$ cat config.mk
export PLATFORM = sky130hd
export DESIGN_NAME = elias_delta_encoder_top
export DESIGN_NICKNAME = d
export VERILOG_FILES = /design/src/sv/ede_pkg.sv /design/src/sv/ede_pack.sv /design/src/sv/ede_res_fifo.sv /design/src/sv/elias_delta_encoder_top.sv
export VERILOG_INCLUDE_DIRS = /design/src /design/src/sv
export SDC_FILE = /design/constraint.sdc
export NUM_CORES = 1
export LEC_CHECK = 0
export BUFFER_PORTS_ARGS = -buffer_cell sky130_fd_sc_hd__buf_2
export CAP_MARGIN = 30
export CELL_PAD_IN_SITES_DETAIL_PLACEMENT = 0
export CELL_PAD_IN_SITES_GLOBAL_PLACEMENT = 1
export CORE_MARGIN = 4
export CORE_UTILIZATION = 46
export DETAILED_ROUTE_END_ITERATION = 7
export PLACE_DENSITY_LB_ADDON = 0.1
export SLEW_MARGIN = 10
export SYNTH_ARGS = -nofsm -noshare
export SYNTH_HDL_FRONTEND = slang
export SYNTH_SLANG_ARGS = --single-unit
export TNS_END_PERCENT = 30
$ cat constraint.sdc
create_clock -name clk -period 14.09 [get_ports clk]
set_clock_uncertainty 0.1 [all_clocks]
set_input_delay 2.818 -clock clk [delete_from_list [all_inputs] [get_ports clk]]
set_output_delay 2.818 -clock clk [all_outputs]
set_load 0.005 [all_outputs]
$ cat src/sv/elias_delta_encoder_top_macros.svh
// Assertion macros used by the Elias delta encoder packer
`ifndef ELIAS_DELTA_ENCODER_TOP_MACROS_SVH
`define ELIAS_DELTA_ENCODER_TOP_MACROS_SVH

// checked outside reset only
`define EDE_ASSERT(lbl, prop, msg) \
  lbl: assert property (@(posedge clk) disable iff (rst) prop) else $error(msg);

// checked at every edge, reset included
`define EDE_ASSERT_ALWAYS(lbl, prop, msg) \
  lbl: assert property (@(posedge clk) prop) else $error(msg);

`endif

$ cat src/sv/ede_pkg.sv
// Types and constants for the Elias delta encoder
package ede_pkg;

  localparam int WORD_W        = 32;          // packed word width
  localparam int WIN_W         = 3 * WORD_W;  // pending word plus two words of new code
  localparam int CODE_W        = 42;          // longest code for a 32-bit value
  localparam int RES_DEPTH_DEF = 4;           // result queue depth, at least 3

  typedef enum logic {
    ACT_ENCODE = 1'b0,
    ACT_FLUSH  = 1'b1
  } action_t;

  typedef struct packed {
    action_t             action;
    logic [WORD_W-1:0]   value;
  } in_item_t;

  typedef struct packed {
    logic [WORD_W-1:0]   packed_word;
    logic [5:0]          word_bits;
    logic                value_error;
    logic                last;
  } out_item_t;

  // results of one item: count is 0, 1 or 2, word0 goes out first
  typedef struct packed {
    logic [1:0]          count;
    out_item_t           word0;
    out_item_t           word1;
  } pack_res_t;

endpackage

$ cat src/sv/ede_pack.sv
// Code builder and bit packer with the pending partial word
`include "elias_delta_encoder_top_macros.svh"

module ede_pack (
  input  logic             clk,
  input  logic             rst,
  input  logic             fire,
  input  ede_pkg::in_item_t item,
  output ede_pkg::pack_res_t res
);
  import ede_pkg::*;

  localparam logic [6:0] TOT_ONE = 7'(WORD_W);
  localparam logic [6:0] TOT_TWO = 7'(2 * WORD_W);

  logic [WORD_W-1:0] partial_word, partial_word_next;
  logic [4:0]        partial_count, partial_count_next;

  logic [5:0]        k;
  logic [2:0]        p;
  logic [5:0]        len;
  logic [6:0]        total;
  logic [6:0]        sh;
  logic [CODE_W-1:0] code;
  logic [WIN_W-1:0]  win;
  logic [WIN_W-1:0]  strm;

  function automatic logic [5:0] bit_len(input logic [WORD_W-1:0] x);
    logic [5:0] n;
    n = '0;
    for (int i = 0; i < WORD_W; i++) begin
      if (x[i]) n = 6'(i + 1);
    end
    return n;
  endfunction

  always_comb begin
    k = bit_len(item.value);
    if (k[5])      p = 3'd6;
    else if (k[4]) p = 3'd5;
    else if (k[3]) p = 3'd4;
    else if (k[2]) p = 3'd3;
    else if (k[1]) p = 3'd2;
    else           p = 3'd1;
    len = {2'b00, p, 1'b0} + k - 6'd2;
    // k << (k-1) | low bits of v equals v + ((k-1) << (k-1))
    code = CODE_W'(item.value) + (CODE_W'(k - 6'd1) << (k - 6'd1));
    sh = 7'(WIN_W) - {1'b0, len} - {2'b00, partial_count};
    win = WIN_W'(code) << sh;
    strm = {partial_word, {(2 * WORD_W){1'b0}}} | win;
    total = {1'b0, len} + {2'b00, partial_count};

    res = '0;
    partial_word_next = partial_word;
    partial_count_next = partial_count;

    if (item.action == ACT_FLUSH) begin
      res.count = 2'd1;
      res.word0.packed_word = partial_word;
      res.word0.word_bits = {1'b0, partial_count};
      res.word0.last = 1'b1;
      partial_word_next = '0;
      partial_count_next = '0;
    end else if (item.value == '0) begin
      res.count = 2'd1;
      res.word0.value_error = 1'b1;
      res.word0.last = 1'b1;
    end else if (total < TOT_ONE) begin
      partial_word_next = strm[WIN_W-1 -: WORD_W];
      partial_count_next = total[4:0];
    end else if (total >= TOT_TWO) begin
      res.count = 2'd2;
      res.word0.packed_word = strm[WIN_W-1 -: WORD_W];
      res.word0.word_bits = 6'(WORD_W);
      res.word1.packed_word = strm[2*WORD_W-1 -: WORD_W];
      res.word1.word_bits = 6'(WORD_W);
      res.word1.last = 1'b1;
      partial_word_next = strm[WORD_W-1:0];
      partial_count_next = 5'(total - TOT_TWO);
    end else begin
      res.count = 2'd1;
      res.word0.packed_word = strm[WIN_W-1 -: WORD_W];
      res.word0.word_bits = 6'(WORD_W);
      res.word0.last = 1'b1;
      partial_word_next = strm[2*WORD_W-1 -: WORD_W];
      partial_count_next = 5'(total - TOT_ONE);
    end
  end

  always_ff @(posedge clk) begin
    if (rst) begin
      partial_word <= '0;
      partial_count <= '0;
    end else if (fire) begin
      partial_word <= partial_word_next;
      partial_count <= partial_count_next;
    end
  end

  // registers are unknown until the first reset edge
  `EDE_ASSERT_ALWAYS(a_pad_zero,
    rst || (partial_word & ({WORD_W{1'b1}} >> partial_count)) == '0,
    "pending word has bits set past its count")
  `EDE_ASSERT(a_flush_clears,
    fire && item.action == ACT_FLUSH |=> partial_count == '0 && partial_word == '0,
    "flush did not clear pending bits")
  `EDE_ASSERT(a_zero_keeps,
    fire && item.action == ACT_ENCODE && item.value == '0
      |=> $stable(partial_word) && $stable(partial_count),
    "rejected zero changed the stream")
  `EDE_ASSERT(a_quiet_grows,
    fire && res.count == 2'd0 |=> partial_count > $past(partial_count),
    "encode without output did not add bits")

endmodule

$ cat src/sv/ede_res_fifo.sv
// Result queue taking up to two words per cycle and giving one when not stalled
module ede_res_fifo #(
  parameter int DEPTH = ede_pkg::RES_DEPTH_DEF
) (
  input  logic                clk,
  input  logic                rst,
  input  logic                push,
  input  ede_pkg::pack_res_t  wr,
  output logic                space_ok,
  output logic                res_valid,
  input  logic                res_stall,
  output ede_pkg::out_item_t  res_data
);
  import ede_pkg::*;

  localparam int PW = $clog2(DEPTH);
  localparam int CW = $clog2(DEPTH + 1);

  out_item_t         mem [DEPTH];
  logic [PW-1:0]     wr_ptr, wr_ptr_next, wr_ptr1;
  logic [PW-1:0]     rd_ptr, rd_ptr_next;
  logic [CW-1:0]     count, count_next;
  logic [1:0]        npush;
  logic              pop;

  function automatic logic [PW-1:0] ptr_inc(input logic [PW-1:0] x);
    return (x == PW'(DEPTH - 1)) ? '0 : x + 1'b1;
  endfunction

  assign npush     = push ? wr.count : 2'd0;
  assign pop       = res_valid & ~res_stall;
  assign res_valid = (count != '0);
  assign res_data  = mem[rd_ptr];
  // room for a two-word item, judged on the registered count
  assign space_ok  = (count <= CW'(DEPTH - 2));
  assign wr_ptr1   = ptr_inc(wr_ptr);

  always_comb begin
    case (npush)
      2'd1:    wr_ptr_next = wr_ptr1;
      2'd2:    wr_ptr_next = ptr_inc(wr_ptr1);
      default: wr_ptr_next = wr_ptr;
    endcase
    rd_ptr_next = pop ? ptr_inc(rd_ptr) : rd_ptr;
    count_next = count + CW'(npush) - CW'(pop);
  end

  always_ff @(posedge clk) begin
    if (npush != 2'd0) mem[wr_ptr] <= wr.word0;
    if (npush == 2'd2) mem[wr_ptr1] <= wr.word1;
  end

  always_ff @(posedge clk) begin
    if (rst) begin
      wr_ptr <= '0;
      rd_ptr <= '0;
      count <= '0;
    end else begin
      wr_ptr <= wr_ptr_next;
      rd_ptr <= rd_ptr_next;
      count <= count_next;
    end
  end

endmodule

$ cat src/sv/elias_delta_encoder_top.sv
// Elias delta encoder: one value per cycle in unless stalled, packed 32-bit
// words out. Each item passes through the item register, the packer and the
// result queue; a second word of the same item leaves after the first.
// Throughput: one item per cycle while the result queue has room for two words;
// results leave at one word per cycle unless stalled, so RES_DEPTH bounds bursts.
// Reset clears the pending bits and empties the queue; no clearing pass.
module elias_delta_encoder_top #(
  parameter int RES_DEPTH = ede_pkg::RES_DEPTH_DEF
) (
  input  logic                clk,
  input  logic                rst,
  input  logic                item_valid,
  output logic                item_stall,
  input  ede_pkg::in_item_t   item_data,
  output logic                res_valid,
  input  logic                res_stall,
  output ede_pkg::out_item_t  res_data
);
  import ede_pkg::*;

  logic       item_full, item_full_next;
  in_item_t   item_reg;
  logic       space_ok;
  logic       advance;
  logic       accept;
  pack_res_t  pack_res;

  assign advance        = item_full & space_ok;
  assign item_stall     = item_full & ~space_ok;
  assign accept         = item_valid & ~item_stall;
  assign item_full_next = accept | (item_full & ~advance);

  always_ff @(posedge clk) begin
    if (rst) begin
      item_full <= 1'b0;
    end else begin
      item_full <= item_full_next;
    end
  end

  always_ff @(posedge clk) begin
    if (accept) item_reg <= item_data;
  end

  ede_pack u_pack (
    .clk  (clk),
    .rst  (rst),
    .fire (advance),
    .item (item_reg),
    .res  (pack_res)
  );

  ede_res_fifo #(
    .DEPTH (RES_DEPTH)
  ) u_fifo (
    .clk       (clk),
    .rst       (rst),
    .push      (advance),
    .wr        (pack_res),
    .space_ok  (space_ok),
    .res_valid (res_valid),
    .res_stall (res_stall),
    .res_data  (res_data)
  );

endmodule

# Yosys cells after proc, flatten, opt, wreduce, memory -nomap -nowiden
# Memories as Yosys holds them, arrays and structs flattened. A register that Yosys moved wholly into a read port is not among the register bits.
# Index checks and enable logic that the tools add are counted.
# W data, S select, Z words.
# classes
n_lt_le_gt_ge,3
n_reduce_logical,5
shifts,2
n_bitwise,11
eq_ne,6
mux,74
add_sub_neg,15
# op_table
operator,n
$mux W6,31
$mux W38,4
$mux W32,4
$mux W40,3
$or A96 B96 Y96,1
$shl A42 B7 Y96,1
$add A32 B42 Y42,1
$shl A42 B6 Y42,1
$mux W39,1
$logic_not A32 Y1,1
$mux W5,4
$mux W2,8
$mux W1,14
$mux W3,4
$sub A5 B1 Y5 const B,2
$eq A2 B2 Y1 const B,4
$add A6 B5 Y7,1
$ge A7 B7 Y1 const B,1
$lt A7 B6 Y1 const B,1
$sub A6 B1 Y7 const B,1
$sub A7 B5 Y7,1
$sub A7 B6 Y7 const A,1
$add A2 B1 Y2 const B,3
$add A4 B6 Y6,1
14 further kinds,22
# totals
mem_bits_rw,160
n_memories,1
in_bits,37
register_bits,78
# memory_table
memory,depth,width,rd,rd_ports_with_merged_regs,wr,line_no,source
u_fifo.mem,4,40,1,1,2,ede_res_fifo.sv:19,out_item_t mem [DEPTH];

# Logic depth before layout (Yosys ltp)
# logic_depth
word_depth,51
ltp_mapped,36
depth_no_buf,32

# By module
# Synthesis repeated with hierarchy kept, for this count alone.
# hier_totals
hier_cells,2056
hier_area_um2,19814.0
# by_module_without_submodules
module,cells_each,area_each_um2,n_inst
ede_pack,1565,10485.1,1
ede_res_fifo,453,8281.7,1
elias_delta_encoder_top,38,1047.3,1

# Least setup slack after synthesis
# No wires, ideal clock.
# synth_path
kind,register to register
from,reg item_reg[11] (netlist bit)
to,"mem u_fifo.mem[0][30] (netlist bit), data pin"
setup_time_ns,0.276
required_time_ns,13.714
path_stages_with_launch,32
n_path_buf,2
t_arrival_ns,7.910
slack_ns,5.804
path_cell_list,edfxtp_1 or3_1 a221oi_1 o21ai_1 a2111o_1 a21oi_1 clkbuf_1 inv_1 ha_1 and3b_1 mux2_4 or2_1 buf_6 nand3_1 nor2_1 ha_1 fa_1 a211o_1 a2111oi_2 o21ai_0 a41o_1 a31oi_1 a21oi_1 o21ai_0 o21ai_4 and4_1 o311ai_2 a31oi_1 a21oi_1 o21ai_0 a222oi_1 o22ai_1
# synth_lines
item,line_no,source
"start, declared",elias_delta_encoder_top.sv:22,in_item_t item_reg;
"start signal, assigned",elias_delta_encoder_top.sv:42,if (accept) item_reg <= item_data;
"end, declared",ede_res_fifo.sv:19,

==> results.md <==
- Initial antenna violation count: 0
- CP arrival: roughly 10 ns
- Fin Setup TNS: 0 ns
- Tmin final: between 9 and 10 ns
- Slew Limit Fails: 0
- Largest net degree at the start of global routing: 62
- Hpwl dp: 53.62 mm
- First-pass GRT wire length: approximately 110 mm
- Proportion of layout cells with a drive suffix above 1: 0.1408
- Area Growth Syn to Fin: 10.13%
- CTS Sinks: 240
- Synthesized flop and latch total: 240
- Initial DRC count: between 1500 and 2000
- P per Cell Area: about 260 mW/mm²
- Post-CTS Hold Fix Bufs: 0
- DIE HEIGHT: around 210 µm
- XOR/XNOR Fraction of Synth Area: 0.02078
- Clock share of power: 0.130
- Leading cell types in the layout, fill and taps excluded: 230 x nand2_1, 215 x nor2_1, 169 x edfxtp_1
- Rows: between 70 and 80
- CP Launch Type: flip-flop
- Final instance area: 0.02036 mm²
- Reg2Reg Capture Point: u_fifo.mem[0][22]$_DFFE_PP_
- Post-Synthesis Cells: ~2100
- Root Buffer: clkbuf_16
- Remaining Overflow, GRT: 0
- Yosys top cell area share: 0.2745
- Unrepaired setup endpoints after global routing: no
- Vias in the first global route: between 15000 and 20000
- Post-synth top area cell: edfxtp_1
- Failing checks: DRC
- Async set-or-reset flop fraction in the synthesized netlist: 0
- Worst VDD drop: around 260 µV
- Sw frac: 0.5703
- Number of synthesized flops with an enable pin: between 150 and 200
- Pre-CTS setup slack: 4.471 ns
- Antenna diodes: 0
- Initial Utilization: 0.4652
- DR WL/cell: between 20 and 30 µm
- Die area: about 0.043 mm²
- Syn_area_per_cell: ~9 µm²
- Critical Path RT: about 14 ns
- Crit path top cell by count: o21ai_0
- Max clock buf depth: 3
- Final net count: about 2200
- Final ANT Viol Nets: 0
- Postcts setup bufs: 0
- Mux share of post-synthesis cell area: 0.09659
- R2R Setup Slk: about 4.3 ns
- Max FFs per register: 160
- Final core occ: 0.5124
- Flop pwr share: 0.161
- Sw Pwr: ~3.0 mW
- Num CTS Buffers: 27
- Logic pwr share: 0.709
- Slowest stage delay, CP: between 0.6 and 0.7 ns
- Outcome: finished, violations left
- Overall Global Routing Usage: 0.3160
- GPL Wtd Cong: 0.9821
- CTS tree: built
- Critical path endpoint category: flip-flop
- Dpl cell area: 0.01950 mm²
- Final hold violations: 0
- Fin crit share: 0.6982
- Synth Area in Compound Gates: 0.2911
- Adder-cell share of the synthesized area: 0.05076
- Power Internal: between 2 and 2.5 mW
- Die Wd: approximately 210 µm
- Lkg Pwr: 7.374 nW
- Distinct cell type count after synthesis: 101
- Clk slew on worst S/H paths: about 0.060 ns
- Synth Flop Type: edfxtp_1
- Reg2reg start: item_reg[11]$_DFFE_PP_
- Number of fill cells in the layout: roughly 3800
- DR vias/cell: ~6.8
- Largest family of logic cells by synthesized area: compound AO/OA/AOI/OAI gates
- Routed WL: roughly 70 mm
- Final worst slack: between 4 and 5 ns
- Slowest CP cell: a21oi_1
- Post-synthesis simple-gate area fraction: 0.1513
- Post-cts sizing count: 0
- Min-Delay Path Class: reg -> reg
- Cell area after synthesis: roughly 0.018 mm²
- Core box area: slightly below 0.04 mm²
- Register area share after synthesis: 0.3514
- Synth warn: 0
- Worst-margin pin slew: between 0.9 and 1 ns
- Synth top area cells: edfxtp_1 27%, dfxtp_1 7.7%, mux4_2 5.6%
- Post-route DRC violation count: 2
- Fmax: between 100 and 150 MHz
- WS Path Type: reg -> reg
- Reg2Reg Depth: 30
- Setup crit end: u_fifo.mem[0][22]$_DFFE_PP_
- Port buffer count: between 70 and 80
- TritonRoute pass-1 iters: 8
- # H-tree levels: 1
- Io pins: 79
- Worst-Skew Late Latency: approximately 0.57 ns
- Max Cap Violations: 0
- Via count: ~18000
- Critical Path Source: item_reg[11]$_DFFE_PP_
- CP max FO: 13
- Final setup vio count: 0
- Slew HR: 0.3429
- Commonest non-fill, non-tap cell in the layout: nand2_1
-- metrics by stage --
stage,hold slack [ns],power (mW),std cells
6_report,0.3506,5.314,2642
5_1_grt,0.3784,5.544,2642
4_1_cts,0.3536,5.163,2641
3_5_place_dp,0.3389,4.465,2591
3_3_place_gp,0.3312,4.449,2590
2_1_floorplan,0.3198,3.194,2060
-- area by class of cell --
| type | instances | area, µm² | share of cell area |
|---|---|---|---|
| clock buffer | 34 | 701.9 | 0.03448 |
| clock inverter | 16 | 151.4 | 0.007437 |
| inverter | 62 | 232.7 | 0.01143 |
| multi-input combinational | 1639 | 11370 | 0.5584 |
| sequential | 240 | 6499 | 0.3192 |
| tap | 525 | 656.9 | 0.03227 |
| timing repair buffer | 126 | 748.2 | 0.03675 |
-- Yosys cell counts, types with 17 or more instances --
master    count
mux2_2       19
dfxtp_1      71
a31oi_1      25
a211oi_1     27
ha_1         67
a22o_1       28
a22oi_1      23
o22ai_1     100
and2_1       25
nand2_1     230
a21oi_1     149
mux4_2       46
inv_1        61
nand3_1      33
a221oi_1     25
nor2_1      217
nor3_1       31
xnor2_1      27
o21a_1       22
clkbuf_1     98
mux2i_1      52
buf_1        17
a21o_1       31
o21ai_0     134
edfxtp_1    169
-- how the worst min path moves through the flow --
| stage | slack, ns | startpoint | cells past startpoint | end |
|---|---|---|---|---|
| after floorplan | 0.32 | u_fifo.mem[1][2]$_SDFFE_PP0P_ | 2 | u_fifo.mem[1][2]$_SDFFE_PP0P_ |
| after global placement | 0.33 | u_fifo.mem[2][5]$_SDFFE_PP0P_ | 2 | u_fifo.mem[2][5]$_SDFFE_PP0P_ |
| after detailed placement | 0.34 | u_fifo.mem[2][6]$_SDFFE_PP0P_ | 2 | u_fifo.mem[2][6]$_SDFFE_PP0P_ |
| after CTS | 0.35 | u_fifo.mem[2][6]$_SDFFE_PP0P_ | 2 | u_fifo.mem[2][6]$_SDFFE_PP0P_ |
| after global routing | 0.38 | u_fifo.mem[2][6]$_SDFFE_PP0P_ | 2 | u_fifo.mem[2][6]$_SDFFE_PP0P_ |
| final | 0.35 | u_fifo.mem[2][4]$_SDFFE_PP0P_ | 2 | u_fifo.mem[2][4]$_SDFFE_PP0P_ |
-- power by group through the flow --
stage,Sequential (mW),Combinational [mW],Clock [mW]
final,0.856,3.77,0.692
after CTS,0.855,3.61,0.698
after floorplan,0.857,2.34,0
after detailed placement,0.870,3.60,0
after global placement,0.867,3.58,0
after global routing,0.861,3.95,0.731
-- critical path, delay by kind of cell, from the launching register on --
kind	cells	cell delay [ns]
mux	1	0.26
flops	1	0.45
compound gates	18	5.67
simple gates	6	1.74
fa+ha+maj	3	1.00
buf+inv	2	0.34
-- metal layers --
metal	wire length (µm)	up-vias	track usage
met3	6093	202	0.04885
met4	3559	0	0.1395
met2	33850	999	0.5237
met1	28420	8685	0.4110
li1	-	8068	-
met5	0	-	0
-- cell families after synthesis --
| group | count (synthesis) |
|---|---|
| adders and majority gates | 72 |
| DFF | 240 |
| muxes | 118 |
| xor gates and xnor gates | 43 |
| and+or+nand+nor | 626 |
| other | 1 |
| AOI/OAI and AO/OA | 777 |
| buffers and inverters | 181 |
(Power assumes the default switching activity.)
